**src/rtl/line_and_fixed_frame_demux_assert.svh**
```systemverilog
`ifndef LINE_AND_FIXED_FRAME_DEMUX_ASSERT_SVH
`define LINE_AND_FIXED_FRAME_DEMUX_ASSERT_SVH

// same-cycle implication, checked outside reset
`define LFFD_ASSERT_NOW(label, clk, rst_n, ante, cons, msg) \
    label: assert property (@(posedge clk) disable iff (!rst_n) (ante) |-> (cons)) \
        else $error(msg);

// next-cycle implication, checked outside reset
`define LFFD_ASSERT_NEXT(label, clk, rst_n, ante, cons, msg) \
    label: assert property (@(posedge clk) disable iff (!rst_n) (ante) |=> (cons)) \
        else $error(msg);

`endif

```
**src/rtl/lffd_pkg.sv**
```systemverilog
package lffd_pkg;

    localparam int LINE_MAX  = 64;
    localparam int FRAME_LEN = 16;
    localparam int EMIT_MAX  = (LINE_MAX > FRAME_LEN) ? LINE_MAX : FRAME_LEN;

    localparam int LCNT_W  = $clog2(LINE_MAX + 1);
    localparam int FCNT_W  = $clog2(FRAME_LEN + 1);
    localparam int EMIT_W  = $clog2(EMIT_MAX + 1);
    localparam int LADDR_W = $clog2(LINE_MAX);
    localparam int FADDR_W = $clog2(FRAME_LEN);

    localparam logic [7:0] CH_J  = 8'h4A;
    localparam logic [7:0] CH_F  = 8'h46;
    localparam logic [7:0] CH_LF = 8'h0A;
    localparam logic [7:0] CH_CR = 8'h0D;

    localparam logic DEST_LINE  = 1'b0;
    localparam logic DEST_FRAME = 1'b1;

    typedef enum logic [1:0] {
        S_IDLE,
        S_DECODE,
        S_READ,
        S_SEND
    } t_state;

    typedef struct packed {
        logic load_byte;
        logic set_held;
        logic clr_held;
        logic line_push;
        logic push_j;
        logic frame_start;
        logic frame_push;
        logic line_emit;
        logic frame_emit;
        logic rd_en;
        logic emit_next;
    } t_dp_cmd;

    typedef struct packed {
        logic binary;
        logic held;
        logic is_j;
        logic is_f;
        logic is_lf;
        logic is_cr;
        logic line_empty;
        logic frame_done;
        logic emit_last;
    } t_dp_status;

endpackage

```
**src/rtl/lffd_dpath.sv**
```systemverilog
`include "line_and_fixed_frame_demux_assert.svh"

module lffd_dpath (
    input  logic                i_clk,
    input  logic                i_rst_n,
    input  logic [7:0]          i_byte,
    input  lffd_pkg::t_dp_cmd    i_cmd,
    output lffd_pkg::t_dp_status o_status,
    output logic                o_dest,
    output logic [7:0]          o_out_byte,
    output logic                o_last
);
    import lffd_pkg::*;

    logic [7:0]        r_byte;
    logic              r_held;
    logic              r_binary;
    logic [LCNT_W-1:0] r_line_cnt;
    logic [FCNT_W-1:0] r_frame_cnt;
    logic [EMIT_W-1:0] r_emit_len;
    logic [EMIT_W-1:0] r_k;
    logic              r_dest;
    logic [7:0]        r_line_rd;
    logic [7:0]        r_frame_rd;

    logic [7:0] r_line_mem  [LINE_MAX];
    logic [7:0] r_frame_mem [FRAME_LEN];

    logic line_full;
    logic emit_last;

    assign line_full = (r_line_cnt == LCNT_W'(LINE_MAX));
    assign emit_last = (r_k == r_emit_len - EMIT_W'(1));

    always_ff @(posedge i_clk) begin
        if (i_cmd.load_byte) begin
            r_byte <= i_byte;
        end
    end

    always_ff @(posedge i_clk) begin
        if (!i_rst_n) begin
            r_held      <= 1'b0;
            r_binary    <= 1'b0;
            r_line_cnt  <= '0;
            r_frame_cnt <= '0;
            r_emit_len  <= '0;
            r_k         <= '0;
            r_dest      <= DEST_LINE;
        end else begin
            if (i_cmd.set_held) begin
                r_held <= 1'b1;
            end else if (i_cmd.clr_held) begin
                r_held <= 1'b0;
            end
            if (i_cmd.frame_start) begin
                r_binary    <= 1'b1;
                r_frame_cnt <= FCNT_W'(2);
            end else if (i_cmd.frame_push) begin
                if (o_status.frame_done) begin
                    r_frame_cnt <= '0;
                    r_binary    <= 1'b0;
                end else begin
                    r_frame_cnt <= r_frame_cnt + FCNT_W'(1);
                end
            end
            // a full store drops the byte and restarts the line
            if (i_cmd.line_push) begin
                r_line_cnt <= line_full ? '0 : r_line_cnt + LCNT_W'(1);
            end else if (i_cmd.line_emit) begin
                r_line_cnt <= '0;
            end
            if (i_cmd.line_emit) begin
                r_emit_len <= EMIT_W'(r_line_cnt);
                r_dest     <= DEST_LINE;
                r_k        <= '0;
            end else if (i_cmd.frame_emit) begin
                r_emit_len <= EMIT_W'(FRAME_LEN);
                r_dest     <= DEST_FRAME;
                r_k        <= '0;
            end else if (i_cmd.emit_next) begin
                r_k <= r_k + EMIT_W'(1);
            end
        end
    end

    always_ff @(posedge i_clk) begin
        if (i_cmd.line_push && !line_full) begin
            r_line_mem[r_line_cnt[LADDR_W-1:0]] <= i_cmd.push_j ? CH_J : r_byte;
        end
        if (i_cmd.rd_en) begin
            r_line_rd <= r_line_mem[r_k[LADDR_W-1:0]];
        end
    end

    // the frame header is fixed, so entries 0 and 1 are never written
    always_ff @(posedge i_clk) begin
        if (i_cmd.frame_push) begin
            r_frame_mem[r_frame_cnt[FADDR_W-1:0]] <= r_byte;
        end
        if (i_cmd.rd_en) begin
            r_frame_rd <= r_frame_mem[r_k[FADDR_W-1:0]];
        end
    end

    always_comb begin
        o_status.binary     = r_binary;
        o_status.held       = r_held;
        o_status.is_j       = (r_byte == CH_J);
        o_status.is_f       = (r_byte == CH_F);
        o_status.is_lf      = (r_byte == CH_LF);
        o_status.is_cr      = (r_byte == CH_CR);
        o_status.line_empty = (r_line_cnt == '0);
        o_status.frame_done = (r_frame_cnt == FCNT_W'(FRAME_LEN - 1));
        o_status.emit_last  = emit_last;
    end

    always_comb begin
        if (r_dest == DEST_FRAME) begin
            if (r_k == EMIT_W'(0)) begin
                o_out_byte = CH_J;
            end else if (r_k == EMIT_W'(1)) begin
                o_out_byte = CH_F;
            end else begin
                o_out_byte = r_frame_rd;
            end
        end else begin
            o_out_byte = r_line_rd;
        end
    end

    assign o_dest = r_dest;
    assign o_last = emit_last;

    `LFFD_ASSERT_NOW(a_line_cnt_range, i_clk, i_rst_n, 1'b1, r_line_cnt <= LCNT_W'(LINE_MAX), "line count beyond store size")
    `LFFD_ASSERT_NOW(a_frame_cnt_range, i_clk, i_rst_n, r_binary, (r_frame_cnt >= FCNT_W'(2)) && (r_frame_cnt < FCNT_W'(FRAME_LEN)), "frame count out of range in binary mode")
    `LFFD_ASSERT_NOW(a_held_text_only, i_clk, i_rst_n, r_held, !r_binary, "held J while in binary mode")

endmodule

```
**src/rtl/lffd_ctrl.sv**
```systemverilog
`include "line_and_fixed_frame_demux_assert.svh"

module lffd_ctrl (
    input  logic                i_clk,
    input  logic                i_rst_n,
    input  logic                i_in_valid,
    output logic                o_in_ready,
    output logic                o_out_valid,
    input  logic                i_out_ready,
    input  lffd_pkg::t_dp_status i_status,
    output lffd_pkg::t_dp_cmd    o_cmd
);
    import lffd_pkg::*;

    t_state r_state;
    t_state n_state;

    always_ff @(posedge i_clk) begin
        if (!i_rst_n) begin
            r_state <= S_IDLE;
        end else begin
            r_state <= n_state;
        end
    end

    always_comb begin
        n_state     = r_state;
        o_cmd       = '0;
        o_in_ready  = 1'b0;
        o_out_valid = 1'b0;
        case (r_state)
            S_IDLE: begin
                o_in_ready = 1'b1;
                if (i_in_valid) begin
                    o_cmd.load_byte = 1'b1;
                    n_state         = S_DECODE;
                end
            end
            S_DECODE: begin
                if (i_status.binary) begin
                    o_cmd.frame_push = 1'b1;
                    if (i_status.frame_done) begin
                        o_cmd.frame_emit = 1'b1;
                        n_state          = S_READ;
                    end else begin
                        n_state = S_IDLE;
                    end
                end else if (i_status.held) begin
                    o_cmd.clr_held = 1'b1;
                    if (i_status.is_f) begin
                        o_cmd.frame_start = 1'b1;
                        n_state           = S_IDLE;
                    end else begin
                        // held J goes into the line, then the byte is decoded again
                        o_cmd.line_push = 1'b1;
                        o_cmd.push_j    = 1'b1;
                    end
                end else if (i_status.is_j) begin
                    o_cmd.set_held = 1'b1;
                    n_state        = S_IDLE;
                end else if (i_status.is_lf) begin
                    o_cmd.line_emit = 1'b1;
                    n_state         = i_status.line_empty ? S_IDLE : S_READ;
                end else if (i_status.is_cr) begin
                    n_state = S_IDLE;
                end else begin
                    o_cmd.line_push = 1'b1;
                    n_state         = S_IDLE;
                end
            end
            S_READ: begin
                o_cmd.rd_en = 1'b1;
                n_state     = S_SEND;
            end
            S_SEND: begin
                o_out_valid = 1'b1;
                if (i_out_ready) begin
                    o_cmd.emit_next = 1'b1;
                    n_state         = i_status.emit_last ? S_IDLE : S_READ;
                end
            end
            default: begin
                n_state = S_IDLE;
            end
        endcase
    end

    `LFFD_ASSERT_NEXT(a_accept_decodes, i_clk, i_rst_n, i_in_valid && o_in_ready, r_state == S_DECODE, "accepted byte not decoded")
    `LFFD_ASSERT_NOW(a_no_overlap, i_clk, i_rst_n, o_out_valid, !o_in_ready, "input taken while a result is pending")
    `LFFD_ASSERT_NOW(a_send_after_read, i_clk, i_rst_n, $rose(o_out_valid), $past(r_state) == S_READ, "result shown without a store read")
    `LFFD_ASSERT_NEXT(a_last_ends, i_clk, i_rst_n, o_out_valid && i_out_ready && i_status.emit_last, r_state == S_IDLE, "emission continues after last byte")

endmodule

```
**src/rtl/line_and_fixed_frame_demux.sv**
```systemverilog
// flow: an accepted byte is registered, then decoded; when it completes a line or frame, the
// store is read and the first result byte is then shown, a pending held J being written to the
// line first; bytes that end nothing return to idle once decoded
// throughput: one byte at a time, as no input is taken while a line or frame is emitted; each
// emitted byte takes a store read into a register, then is held on the output until taken
// reset: synchronous active-low i_rst_n clears mode, held J and counters; stores not cleared
module line_and_fixed_frame_demux (
    input  logic       i_clk,
    input  logic       i_rst_n,
    input  logic       s_axis_tvalid,
    output logic       s_axis_tready,
    input  logic [7:0] s_axis_tdata,  // [7:0] rx_byte
    output logic       m_axis_tvalid,
    input  logic       m_axis_tready,
    output logic [7:0] m_axis_tdata,  // [7:0] out_byte
    output logic       m_axis_tlast,  // last_byte
    output logic       m_axis_tuser   // [0] destination
);
    import lffd_pkg::*;

    t_dp_cmd    cmd;
    t_dp_status status;

    lffd_ctrl u_ctrl (
        .i_clk       (i_clk),
        .i_rst_n     (i_rst_n),
        .i_in_valid  (s_axis_tvalid),
        .o_in_ready  (s_axis_tready),
        .o_out_valid (m_axis_tvalid),
        .i_out_ready (m_axis_tready),
        .i_status    (status),
        .o_cmd       (cmd)
    );

    lffd_dpath u_dpath (
        .i_clk      (i_clk),
        .i_rst_n    (i_rst_n),
        .i_byte     (s_axis_tdata),
        .i_cmd      (cmd),
        .o_status   (status),
        .o_dest     (m_axis_tuser),
        .o_out_byte (m_axis_tdata),
        .o_last     (m_axis_tlast)
    );

endmodule
```
**config.mk**
```make
export PLATFORM = sky130hd
export DESIGN_NAME = line_and_fixed_frame_demux
export DESIGN_NICKNAME = d
export VERILOG_FILES = /design/src/rtl/lffd_pkg.sv /design/src/rtl/lffd_dpath.sv /design/src/rtl/lffd_ctrl.sv /design/src/rtl/line_and_fixed_frame_demux.sv
export VERILOG_INCLUDE_DIRS = /design/src /design/src/rtl
export SDC_FILE = /design/constraint.sdc
export NUM_CORES = 1
export LEC_CHECK = 0
export BUFFER_PORTS_ARGS = -buffer_cell sky130_fd_sc_hd__buf_2
export CAP_MARGIN = 30
export CORE_ASPECT_RATIO = 0.8
export CORE_MARGIN = 5
export CORE_UTILIZATION = 45
export CTS_BUF_LIST = sky130_fd_sc_hd__clkbuf_2
export DETAILED_ROUTE_END_ITERATION = 6
export HOLD_SLACK_MARGIN = 0.15
export RECOVER_POWER = 50
export SKIP_LAST_GASP = 1
export SLEW_MARGIN = 40
export SYNTH_ARGS = -nofsm -noshare
export SYNTH_HDL_FRONTEND = slang
export SYNTH_SLANG_ARGS = --single-unit
export TNS_END_PERCENT = 10
```
**constraint.sdc**
```tcl
create_clock -name i_clk -period 4.85 [get_ports i_clk]
set_input_delay 0.2425 -clock i_clk [delete_from_list [all_inputs] [get_ports i_clk]]
set_output_delay 0.2425 -clock i_clk [all_outputs]
set_load 0.02 [all_outputs]
```
**Word level (Yosys, flattened, before mapping)**

Memory sizes are Yosys's and may differ from the RTL's. A register that Yosys moved wholly into a read port is not among the register bits.
Cells that the tools add are included.

- Register bits after elaboration: 39
- Word-level logic and storage cells: 104
- Input port bits: 12
- RAM bits: 640
- Output and inout bits: 12
- Memories kept: 2

- Bitwise operators: 1
- Multiplexer cells: 58
- Equality and inequality tests: 14
- $add $sub $neg: 4
- Reductions and logical operators: 15

Memories:

| memory | depth | bits a word | read ports | clocked after memory_dff | write ports | RTL line | RTL |
|---|---|---|---|---|---|---|---|
| u_dpath.r_line_mem | 64 | 8 | 1 | 1 | 1 | lffd_dpath.sv:26 | `logic [7:0] r_line_mem [LINE_MAX];` |
| u_dpath.r_frame_mem | 16 | 8 | 1 | 1 | 1 | lffd_dpath.sv:27 | `logic [7:0] r_frame_mem [FRAME_LEN];` |

Operators with widths:

| kind | count |
|---|---|
| 2-to-1 mux 8 bit | 5 |
| 2-to-1 mux 7 bit | 5 |
| 2-to-1 mux 1 bit | 31 |
| 2-to-1 mux 2 bit | 14 |
| equality test 8 x 4 -> 1 bit, second input constant | 2 |
| equality test 8 x 7 -> 1 bit, second input constant | 2 |
| adder 7 x 1 -> 7 bit, second input constant | 2 |
| logical NOT 7 bit | 2 |
| 2-to-1 mux 5 bit | 2 |
| nonzero test 2 bit | 5 |
| case mux 2 bit (4 select lines) | 1 |
| equality test 7 x 1 -> 1 bit, second input constant | 1 |
| equality test 7 bit | 1 |
| equality test 7 bit, second input constant | 1 |
| subtractor 7 x 1 -> 7 bit, second input constant | 1 |
| adder 5 x 1 -> 5 bit, second input constant | 1 |
| equality test 5 x 4 -> 1 bit, second input constant | 1 |
| equality test 2 bit, second input constant | 2 |
| inequality test 2 bit, second input constant | 2 |
| inequality test 4 bit, second input constant | 1 |
| OR reduction 2 bit | 2 |
| AND reduction 3 bit | 1 |
| OR reduction 3 bit | 1 |
| equality test 2 x 1 -> 1 bit, second input constant | 1 |
| 5 further kinds | 5 |

**Depth between registers and ports, before layout**

Gate-level depths: netlist (run 1).

- Depth after elaboration: 10
- Depth in mapped cells: 9
- Depth with buffers taken out: 7

**By module**

Synthesis (run 1) repeated with hierarchy kept, for this count alone.

- Cell total of the unflattened synthesis: 1401
- Area, all modules: 27622.7 sq um

Modules (own cells, without submodules):

| module | instances | area each (sq um) | cells each | seq. area each (sq um) |
|---|---|---|---|---|
| lffd_dpath | 1 | 27386.3 | 1370 | 20519.7 |
| lffd_ctrl | 1 | 236.5 | 31 | 40.0 |

**Worst setup path after synthesis (run 1)**

Ideal clock, no wire load.

- Path type: reg-to-reg
- From: reg u_dpath.r_byte[4]
- To: mem u_dpath.r_line_mem[0][2], data pin
- Setup slack: 1487 ps
- Setup time: 517 ps
- Arrival: 2846 ps
- Buffers on the path: 0
- Cell stages (with the launch flop): 5
- Required time: 4333 ps
- Period minus slack after synthesis: 3363 ps
- Cells stage by stage: edfxtp_1 -> nor3_1 -> and3_1 -> nor2b_1 -> nor2b_1

- Word-level cells in the longest chain between the ends: 6

RTL lines:

| element | RTL line | RTL |
|---|---|---|
| from (decl) | lffd_dpath.sv:15 | `logic [7:0] r_byte;` |
| from (signal assigned) | lffd_dpath.sv:37 | `r_byte <= i_byte;` |
| equality test 8 x 7 -> 1 bit | lffd_dpath.sv:110 | `o_status.is_f = (r_byte == CH_F);` |
| 2-to-1 mux 2 bit | lffd_ctrl.sv:50 | `if (i_status.is_f) begin` |
| 2-to-1 mux 2 bit | lffd_ctrl.sv:48 | `end else if (i_status.held) begin` |
| 2-to-1 mux 5 bit | lffd_ctrl.sv:40 | `if (i_status.binary) begin` |
| 2-to-1 mux 8 bit | lffd_ctrl.sv:31 | `case (r_state)` |
| 2-to-1 mux 8 bit | lffd_dpath.sv:89 | `r_line_mem[r_line_cnt[LADDR_W-1:0]] <= i_cmd.push_j ? CH_J : r_byte;` |
| to (decl) | lffd_dpath.sv:26 |  |

Every way passes these cells.

**Final worst setup path (run 1)**

- From: reg u_ctrl.r_state[0]
- To: mem u_dpath.r_line_mem[58][1], data pin

- Word-level cells in the longest chain between the ends: 3

RTL lines:

| element | RTL line | RTL |
|---|---|---|
| from (decl) | lffd_ctrl.sv:15 | `t_state r_state;` |
| from (signal assigned) | lffd_ctrl.sv:22 | `r_state <= n_state;` |
| equality test 2 x 1 -> 1 bit | lffd_ctrl.sv:31 |  |
| 2-to-1 mux 8 bit | lffd_ctrl.sv:31 |  |
| 2-to-1 mux 8 bit | lffd_dpath.sv:89 |  |

Every way passes these cells.

==> out/qor.csv, run 1 <==
stage,metric,value,unit
outcome,status,finished with violations,
outcome,violated checks,"capacitance limit, slew limit",
timing,fin crit period,4369,ps
timing,slew margin rel.,-28.02,%
floorplanning,Die Ht,231.7,um
clocking,CTS tree,done,
route,routed vias,14740,
floorplanning,Die Wd,287.1,um
pwr,P_leak,9.629,nW
worst_setup_path,CP Launch Point,u_ctrl.r_state[0]$_SDFFE_PN0P_,
logic_synthesis,Mapped Avg Cell Area,19.57,um2
min_path,WHS Path Cells,6,
worst_setup_path,Worst Setup Path Type,reg -> reg,
timing,Fmax,228.9,MHz
timing,Final Setup Violations,0,
pwr,Power Dens Cells,343.6,nW/um2
placement,DP HPWL,40940,um
timing,slew of the pin with the lowest slew margin,1920,ps
logic_synthesis,top post-synthesis cells by count,"edfxtp_1 (664), mux4_2 (154), nor2_1 (107)",
worst_setup_path,reg2reg path depth,5,
clocking,CTS buffer count,162,
logic_synthesis,Yosys warning count,0,
grt,initial antenna violation count,3,
worst_setup_path,crit path cell chain,nor3b_1 -> clkbuf_1 -> and2_0 -> or2_1 -> clkbuf_2,
timing,Fin. Hold Viols,0,
worst_setup_path,Crit path required time,5780,ps
floorplanning,Ports,24,
route,drt wl/cell,26.87,um
layout,FILL cells,5098,
layout,multi-input logic area,6558,um2
clocking,H-tree Lvls,4,
placement,placed cell count,2257,
grt,largest net degree at the start of global routing,85,
worst_setup_path,RR Endpoint,u_dpath.r_line_mem[58][1]$_DFFE_PP_,
floorplanning,total die area,66500,um2
placement,post-place instance area,29060,um2
worst_setup_path,CP Depth,5,
logic_synthesis,Synth area leader,edfxtp_1,
floorplanning,Core ar.,61010,um2
timing,Final Max Tran Viols,287,
logic_synthesis,Post-Synthesis Cells,1412,
min_path,Hold Crit Class,in -> reg,
worst_setup_path,Crit path largest cell delay,1060,ps
grt,first-pass GRT wire length,101700,um
timing,final setup TNS,0,ps
layout,Synth-to-Final Area Change,11.05,%
layout,Finished Layout Cells,2576,
logic_synthesis,ys flop type,edfxtp_1,
grt,residual overflow from global routing,0,
route,DRT antenna net count,0,
layout,layout cells sized above 1,30.02,%
logic_synthesis,"EDFF count, synth",664,
logic_synthesis,top-count cell post-synth,edfxtp_1,
logic_synthesis,synthesized area,27640,um2
logic_synthesis,#FFs+latches synth,695,
floorplanning,row cnt,81,
logic_synthesis,Netlist cell types,62,
logic_synthesis,Async SR Flop Fraction,0,%
worst_setup_path,CP endpoint,u_dpath.r_line_mem[58][1]$_DFFE_PP_,
clocking,CTS root buf,clkbuf_2,
clocking,clk_lat worst skew,1330,ps
worst_setup_path,Worst R2R Setup Slack,480,ps
worst_setup_path,Top Family by Delay on Critical Path,simple AND/OR/NAND/NOR gates,
clocking,# clock sinks,695,
layout,Register Area,20570,um2
worst_setup_path,worst r2r src,u_ctrl.r_state[0]$_SDFFE_PN0P_,
timing,RSZ-0062 raised after global routing,false,
clocking,PostCTS Resize Cnt,0,
clocking,"CTS clk-pin slew, worst paths",100,ps
layout,fin area,30690,um2
placement,gpl congestion,0.8149,
timing,hold_ws,453.7,ps
route,DR iter-0 viols,1488,
route,Routed Wire Length,69210,um
worst_setup_path,startpoint class of the critical path,flop,
route,1st-pass router iterations,5,
clocking,cts hold-fix bufs,32,
logic_synthesis,main area contributors after synthesis,"edfxtp_1 (72%), mux4_2 (13%), dfxtp_1 (2.2%), nor2_1 (1.5%), mux2_2 (1.1%)",
layout,nets,1645,
logic_synthesis,Synth top area share,72.15,%
grt,Total GRT Usage,21.05,%
route,DRC Markers,0,
route,post-DR vias/cell,5.724,
grt,number of global-route vias before repair,15060,
logic_synthesis,Syn Nets,1434,
worst_setup_path,critical path arrival,5300,ps
worst_setup_path,worst-path maximum fanout,29,
floorplanning,starting density of the core,45.30,%
clocking,Max Root-Sink Buffers,3,
job,Max-Cap Viols,8,
worst_setup_path,Crit. End Element,flop,
worst_setup_path,CP max-delay cell,or2_1,
timing,Clock Skew,123.9,ps
worst_setup_path,Crit path buffers/inverters,2,
logic_synthesis,"Seq/Total Area, Yosys",74.40,%
clocking,post-CTS setup repair buffer count,0,
pwr,VDD IR max,214.7,uV
timing,fin crit share,90.09,%
placement,number of port buffers,23,
[layout by cell type (no fill, tap or decap), types with 10 or more instances in the layout]
cell           count
nor2_1           107
a21boi_0          10
buf_4             46
a22oi_1           13
mux2i_1           17
mux2_2            27
buf_2             20
dlygate4sd3_1     32
mux4_2           154
clkinv_1          38
nand4_1           19
a21oi_1           14
nor3_1            14
o22ai_1           19
edfxtp_1         664
o21ai_0           12
ha_1              10
a221oi_1          10
nand3_1           23
dfxtp_1           27
clkbuf_2         234
inv_1             20
nand2_1           41
[layout make-up]
cell class	count	area share [%]
Sequential cell	695	67.03
Multi-Input combinational cell	623	21.37
Clock buffer	228	3.718
Tap cell	830	3.384
Timing Repair Buffer	121	3.196
Clock inverter	55	1.027
Inverter	20	0.2446
Antenna cell	4	0.03262
[registers in the layout, summed over array words and instances, names as in the netlist]
register,count
u_dpath.r_emit_len,7
u_dpath.r_binary,1
u_dpath.r_frame_cnt,5
u_dpath.r_byte,8
u_dpath.r_held,1
u_dpath.r_line_rd,8
u_dpath.r_frame_rd,8
u_ctrl.r_state,2
u_dpath.r_frame_mem,128
u_dpath.r_k,7
u_dpath.o_dest,1
u_dpath.r_line_mem,512
u_dpath.r_line_cnt,7
[cell families after synthesis]
| logic type | count (synthesis) | synth area share [%] |
|---|---|---|
| xor+xnor | 15 | 0.4754 |
| mux | 201 | 14.55 |
| fa+ha+maj | 10 | 0.4528 |
| simple gates | 275 | 4.989 |
| buf+inv | 94 | 2.006 |
| compound gates | 122 | 3.129 |
| flops | 695 | 74.40 |
[stage by stage]
| stage | utilization [%] | power [mW] | worst slack (ps) |
|---|---|---|---|
| final | 50.30 | 10.54 | 480.8 |
| after detailed placement | 47.63 | 6.922 | 1508 |
| after global routing | 50.29 | 11.01 | 278.6 |
| after CTS | 50.54 | 10.66 | 596.0 |
| after floorplan | - | 6.806 | 1487 |
| after global placement | 47.36 | 6.915 | 1241 |
[worst min path at each step]
stage | startpoint | end | slack [ps]
6_report | s_axis_tvalid | u_ctrl.r_state[0]$_SDFFE_PN0P_ | 450
5_1_grt | s_axis_tvalid | u_ctrl.r_state[0]$_SDFFE_PN0P_ | 410
4_1_cts | s_axis_tvalid | u_ctrl.r_state[0]$_SDFFE_PN0P_ | 250
3_5_place_dp | s_axis_tdata[0] | u_dpath.r_byte[0]$_DFFE_PP_ | 420
3_3_place_gp | s_axis_tdata[4] | u_dpath.r_byte[4]$_DFFE_PP_ | 420
2_1_floorplan | s_axis_tdata[0] | u_dpath.r_byte[0]$_DFFE_PP_ | 340
[metal layers]
metal / up-vias / wire length (um) / GRT usage, %
li1: 6316 / - / -
met5: - / 0 / 0
met1: 7648 / 30000 / 30.12
met4: 0 / 1469 / 7.023
met2: 665 / 32160 / 31.69
met3: 115 / 5574 / 5.733
[tightest hold or removal path, stage by stage]
cell           delay [ps]
dlygate4sd3_1         520
buf_2                 110
nor2b_1               140
nor3_1                 60
nor2_1                100
dlygate4sd3_1         540
[power by group]
part	internal, mW	switching (mW)	total (mW)
registers	6.58	0.0231	6.61
clock network	1.44	2.31	3.74
logic	0.0490	0.145	0.194
Note: power is estimated with default switching activity, not from simulation.
==> inputs of run 2 (changes only) <==
--- a/config.mk
+++ b/config.mk
@@ -14,7 +14,6 @@
 export CTS_BUF_LIST = sky130_fd_sc_hd__clkbuf_2
 export DETAILED_ROUTE_END_ITERATION = 6
 export HOLD_SLACK_MARGIN = 0.15
-export RECOVER_POWER = 50
 export SKIP_LAST_GASP = 1
 export SLEW_MARGIN = 40
 export SYNTH_ARGS = -nofsm -noshare
==> constraint.sdc (replaced) <==
create_clock -name i_clk -period 5.6 [get_ports i_clk]
set_input_delay 0.28 -clock i_clk [delete_from_list [all_inputs] [get_ports i_clk]]
set_output_delay 0.28 -clock i_clk [all_outputs]
set_load 0.02 [all_outputs]
==> out/qor.csv, run 2 (synthesis results as in run 1) <==
stage,metric,value,unit,change
outcome,status,finished clean,,
clocking,CTS buffer count,163,,+0.62%
route,DR iter-0 viols,1436,,-3.5%
worst_setup_path,Crit path buffers/inverters,3,,+1
route,DRC Markers,0,,unchanged
timing,hold_ws,480.6,ps,+26.90 ps
layout,final core area utilization,50.30,%,about the same
worst_setup_path,critical path arrival,4060,ps,-1240 ps
placement,dpl ws,1854,ps,+345.9 ps
timing,final setup TNS,0,ps,unchanged
worst_setup_path,worst-path maximum fanout,36,,+24%
floorplanning,row cnt,81,,unchanged
floorplanning,Ports,24,,unchanged
pwr,P_leak,9.539,nW,-0.94%
clocking,clk_lat worst skew,1290,ps,-40 ps
timing,slew margin rel.,43.87,%,+72 points
timing,Final Max Tran Viols,0,,-100%
clocking,CTS root buf,clkbuf_2,,
worst_setup_path,Crit path largest cell delay,640,ps,-420 ps
route,routed vias,14680,,-0.46%
placement,DP HPWL,40850,um,-0.22%
layout,nets,1617,,-1.7%
layout,layout cells sized above 1,31.12,%,+1.1 points
layout,Largest register FFs,512,,unchanged
timing,fin crit period,4345,ps,
pwr,Power Dens Cells,298.5,nW/um2,-13%
placement,gpl congestion,0.8046,,-1.3%
grt,Total GRT Usage,20.76,%,-0.28 points
layout,"commonest non-fill, non-tap cell in the layout",edfxtp_1,,
timing,slew of the pin with the lowest slew margin,842.0,ps,-1078 ps
worst_setup_path,startpoint class of the critical path,flop,,
timing,Final WS setup,1255,ps,+774.7 ps
job,Max-Cap Viols,0,,-8
worst_setup_path,CP max-delay cell,dfxtp_2,,
route,post-DR vias/cell,5.755,,+0.55%
min_path,Hold Crit Class,reg -> reg,,
pwr,Final Power,9.162,mW,-13%
floorplanning,Die Ht,231.7,um,unchanged
floorplanning,Die Wd,287.1,um,unchanged
worst_setup_path,CP most frequent cell,buf_4,,
floorplanning,Core ar.,61010,um2,unchanged
layout,"commonest non-fill, non-tap cells in the layout","edfxtp_1 (664), clkbuf_2 (235), mux4_2 (154), nor2_1 (90), nand2_1 (41)",,
clocking,PostCTS Resize Cnt,0,,unchanged
clocking,H-tree Lvls,4,,unchanged
layout,Synth-to-Final Area Change,11.05,%,about the same
timing,fin crit share,77.58,%,
grt,number of global-route vias before repair,14940,,-0.81%
grt,largest net degree at the start of global routing,69,,-19%
timing,RSZ-0062 raised after global routing,false,,
layout,FILL cells,5040,,-1.1%
worst_setup_path,crit path cell chain,buf_4 -> nor2_1 -> buf_4 -> and3b_1 -> o21ai_0 -> nand2_1 -> o22ai_1 -> buf_2,,
route,drt wl/cell,26.66,um,-0.77%
floorplanning,starting density of the core,45.30,%,unchanged
route,1st-pass router iterations,5,,unchanged
worst_setup_path,Crit. End Element,output pin,,
clocking,CTS tree,done,,
pwr,VDD IR max,171.9,uV,-20%
clocking,# clock sinks,695,,unchanged
worst_setup_path,Top Family by Delay on Critical Path,buffers and inverters,,
timing,Final Setup Violations,0,,unchanged
grt,residual overflow from global routing,0,,unchanged
worst_setup_path,Worst Setup Path Type,reg -> out,,
timing,Fin. Hold Viols,0,,unchanged
grt,first-pass GRT wire length,100300,um,-1.4%
timing,Clock Skew,136.1,ps,+12.19 ps
clocking,Max Root-Sink Buffers,3,,unchanged
layout,multi-input logic area,6668,um2,+1.7%
floorplanning,total die area,66500,um2,unchanged
placement,number of port buffers,23,,unchanged
worst_setup_path,Crit path required time,5320,ps,-460 ps
route,Routed Wire Length,67980,um,-1.8%
clocking,"CTS clk-pin slew, worst paths",120,ps,+20 ps
route,DRT antenna net count,0,,unchanged
grt,initial antenna violation count,2,,-1
layout,Register Area,20570,um2,unchanged
timing,Fmax,230.2,MHz,
## run 2: power breakdown
part	internal [mW]	switching [mW]	leakage [nW]
clock	1.27	2.00	1.13
sequential	5.70	0.0218	6.23
combinational	0.0486	0.121	2.18
total	7.02	2.14	9.54
## run 2: repair_timing
action | in CTS | in global routing
hold buffers | 32 | 0
buffers inserted | 0 | 0
hold endpoints to repair | 47 | 0
## run 2: cell type report
cell class / instances / area share, %
flip-flops and latches: 695 / 67.03
multi-input cells: 623 / 21.73
clock buffers: 235 / 3.832
well taps: 830 / 3.384
repair buffers: 92 / 2.764
clock inverters: 54 / 1.015
inverters: 20 / 0.2446
diodes: 1 / 0.008154
## run 2: stage by stage
step	area, um2	cells
floorplan	27640	1412
detailed placement	28860	2228
global route	30690	2550
global placement	28610	2220
finish	30690	2550
CTS	30670	2549
## run 2: worst register-to-register path: cells and delay by family (launching register included)
| family | cells | cell delay, ps |
|---|---|---|
| flops | 1 | 780 |
| simple gates | 3 | 1820 |
| compound gates | 2 | 750 |
## run 2: worst paths after layout
| check | from | end | slack [ps] | depth (start not counted) |
|---|---|---|---|---|
| min | u_dpath.r_frame_cnt[4]$_SDFFE_PP0P_ | u_dpath.r_frame_cnt[4]$_SDFFE_PP0P_ | 480 | 1 |
| max reg2reg | u_dpath.r_byte[2]$_DFFE_PP_ | u_dpath.r_line_mem[30][2]$_DFFE_PP_ | 1780 | 5 |
| max | u_dpath.r_k[2]$_SDFFE_PP0P_ | m_axis_tdata[5] | 1260 | 8 |
| min reg2reg | u_dpath.r_frame_cnt[4]$_SDFFE_PP0P_ | u_dpath.r_frame_cnt[4]$_SDFFE_PP0P_ | 480 | 1 |
## run 2: layer usage
metal | GRT usage (%) | vias to the layer above | wire, um
met3 | 5.880 | 104 | 5595
met2 | 31.37 | 667 | 31940
met1 | 29.34 | 7632 | 28950
met4 | 7.219 | 2 | 1475
met5 | 0 | - | 13
li1 | - | 6271 | -
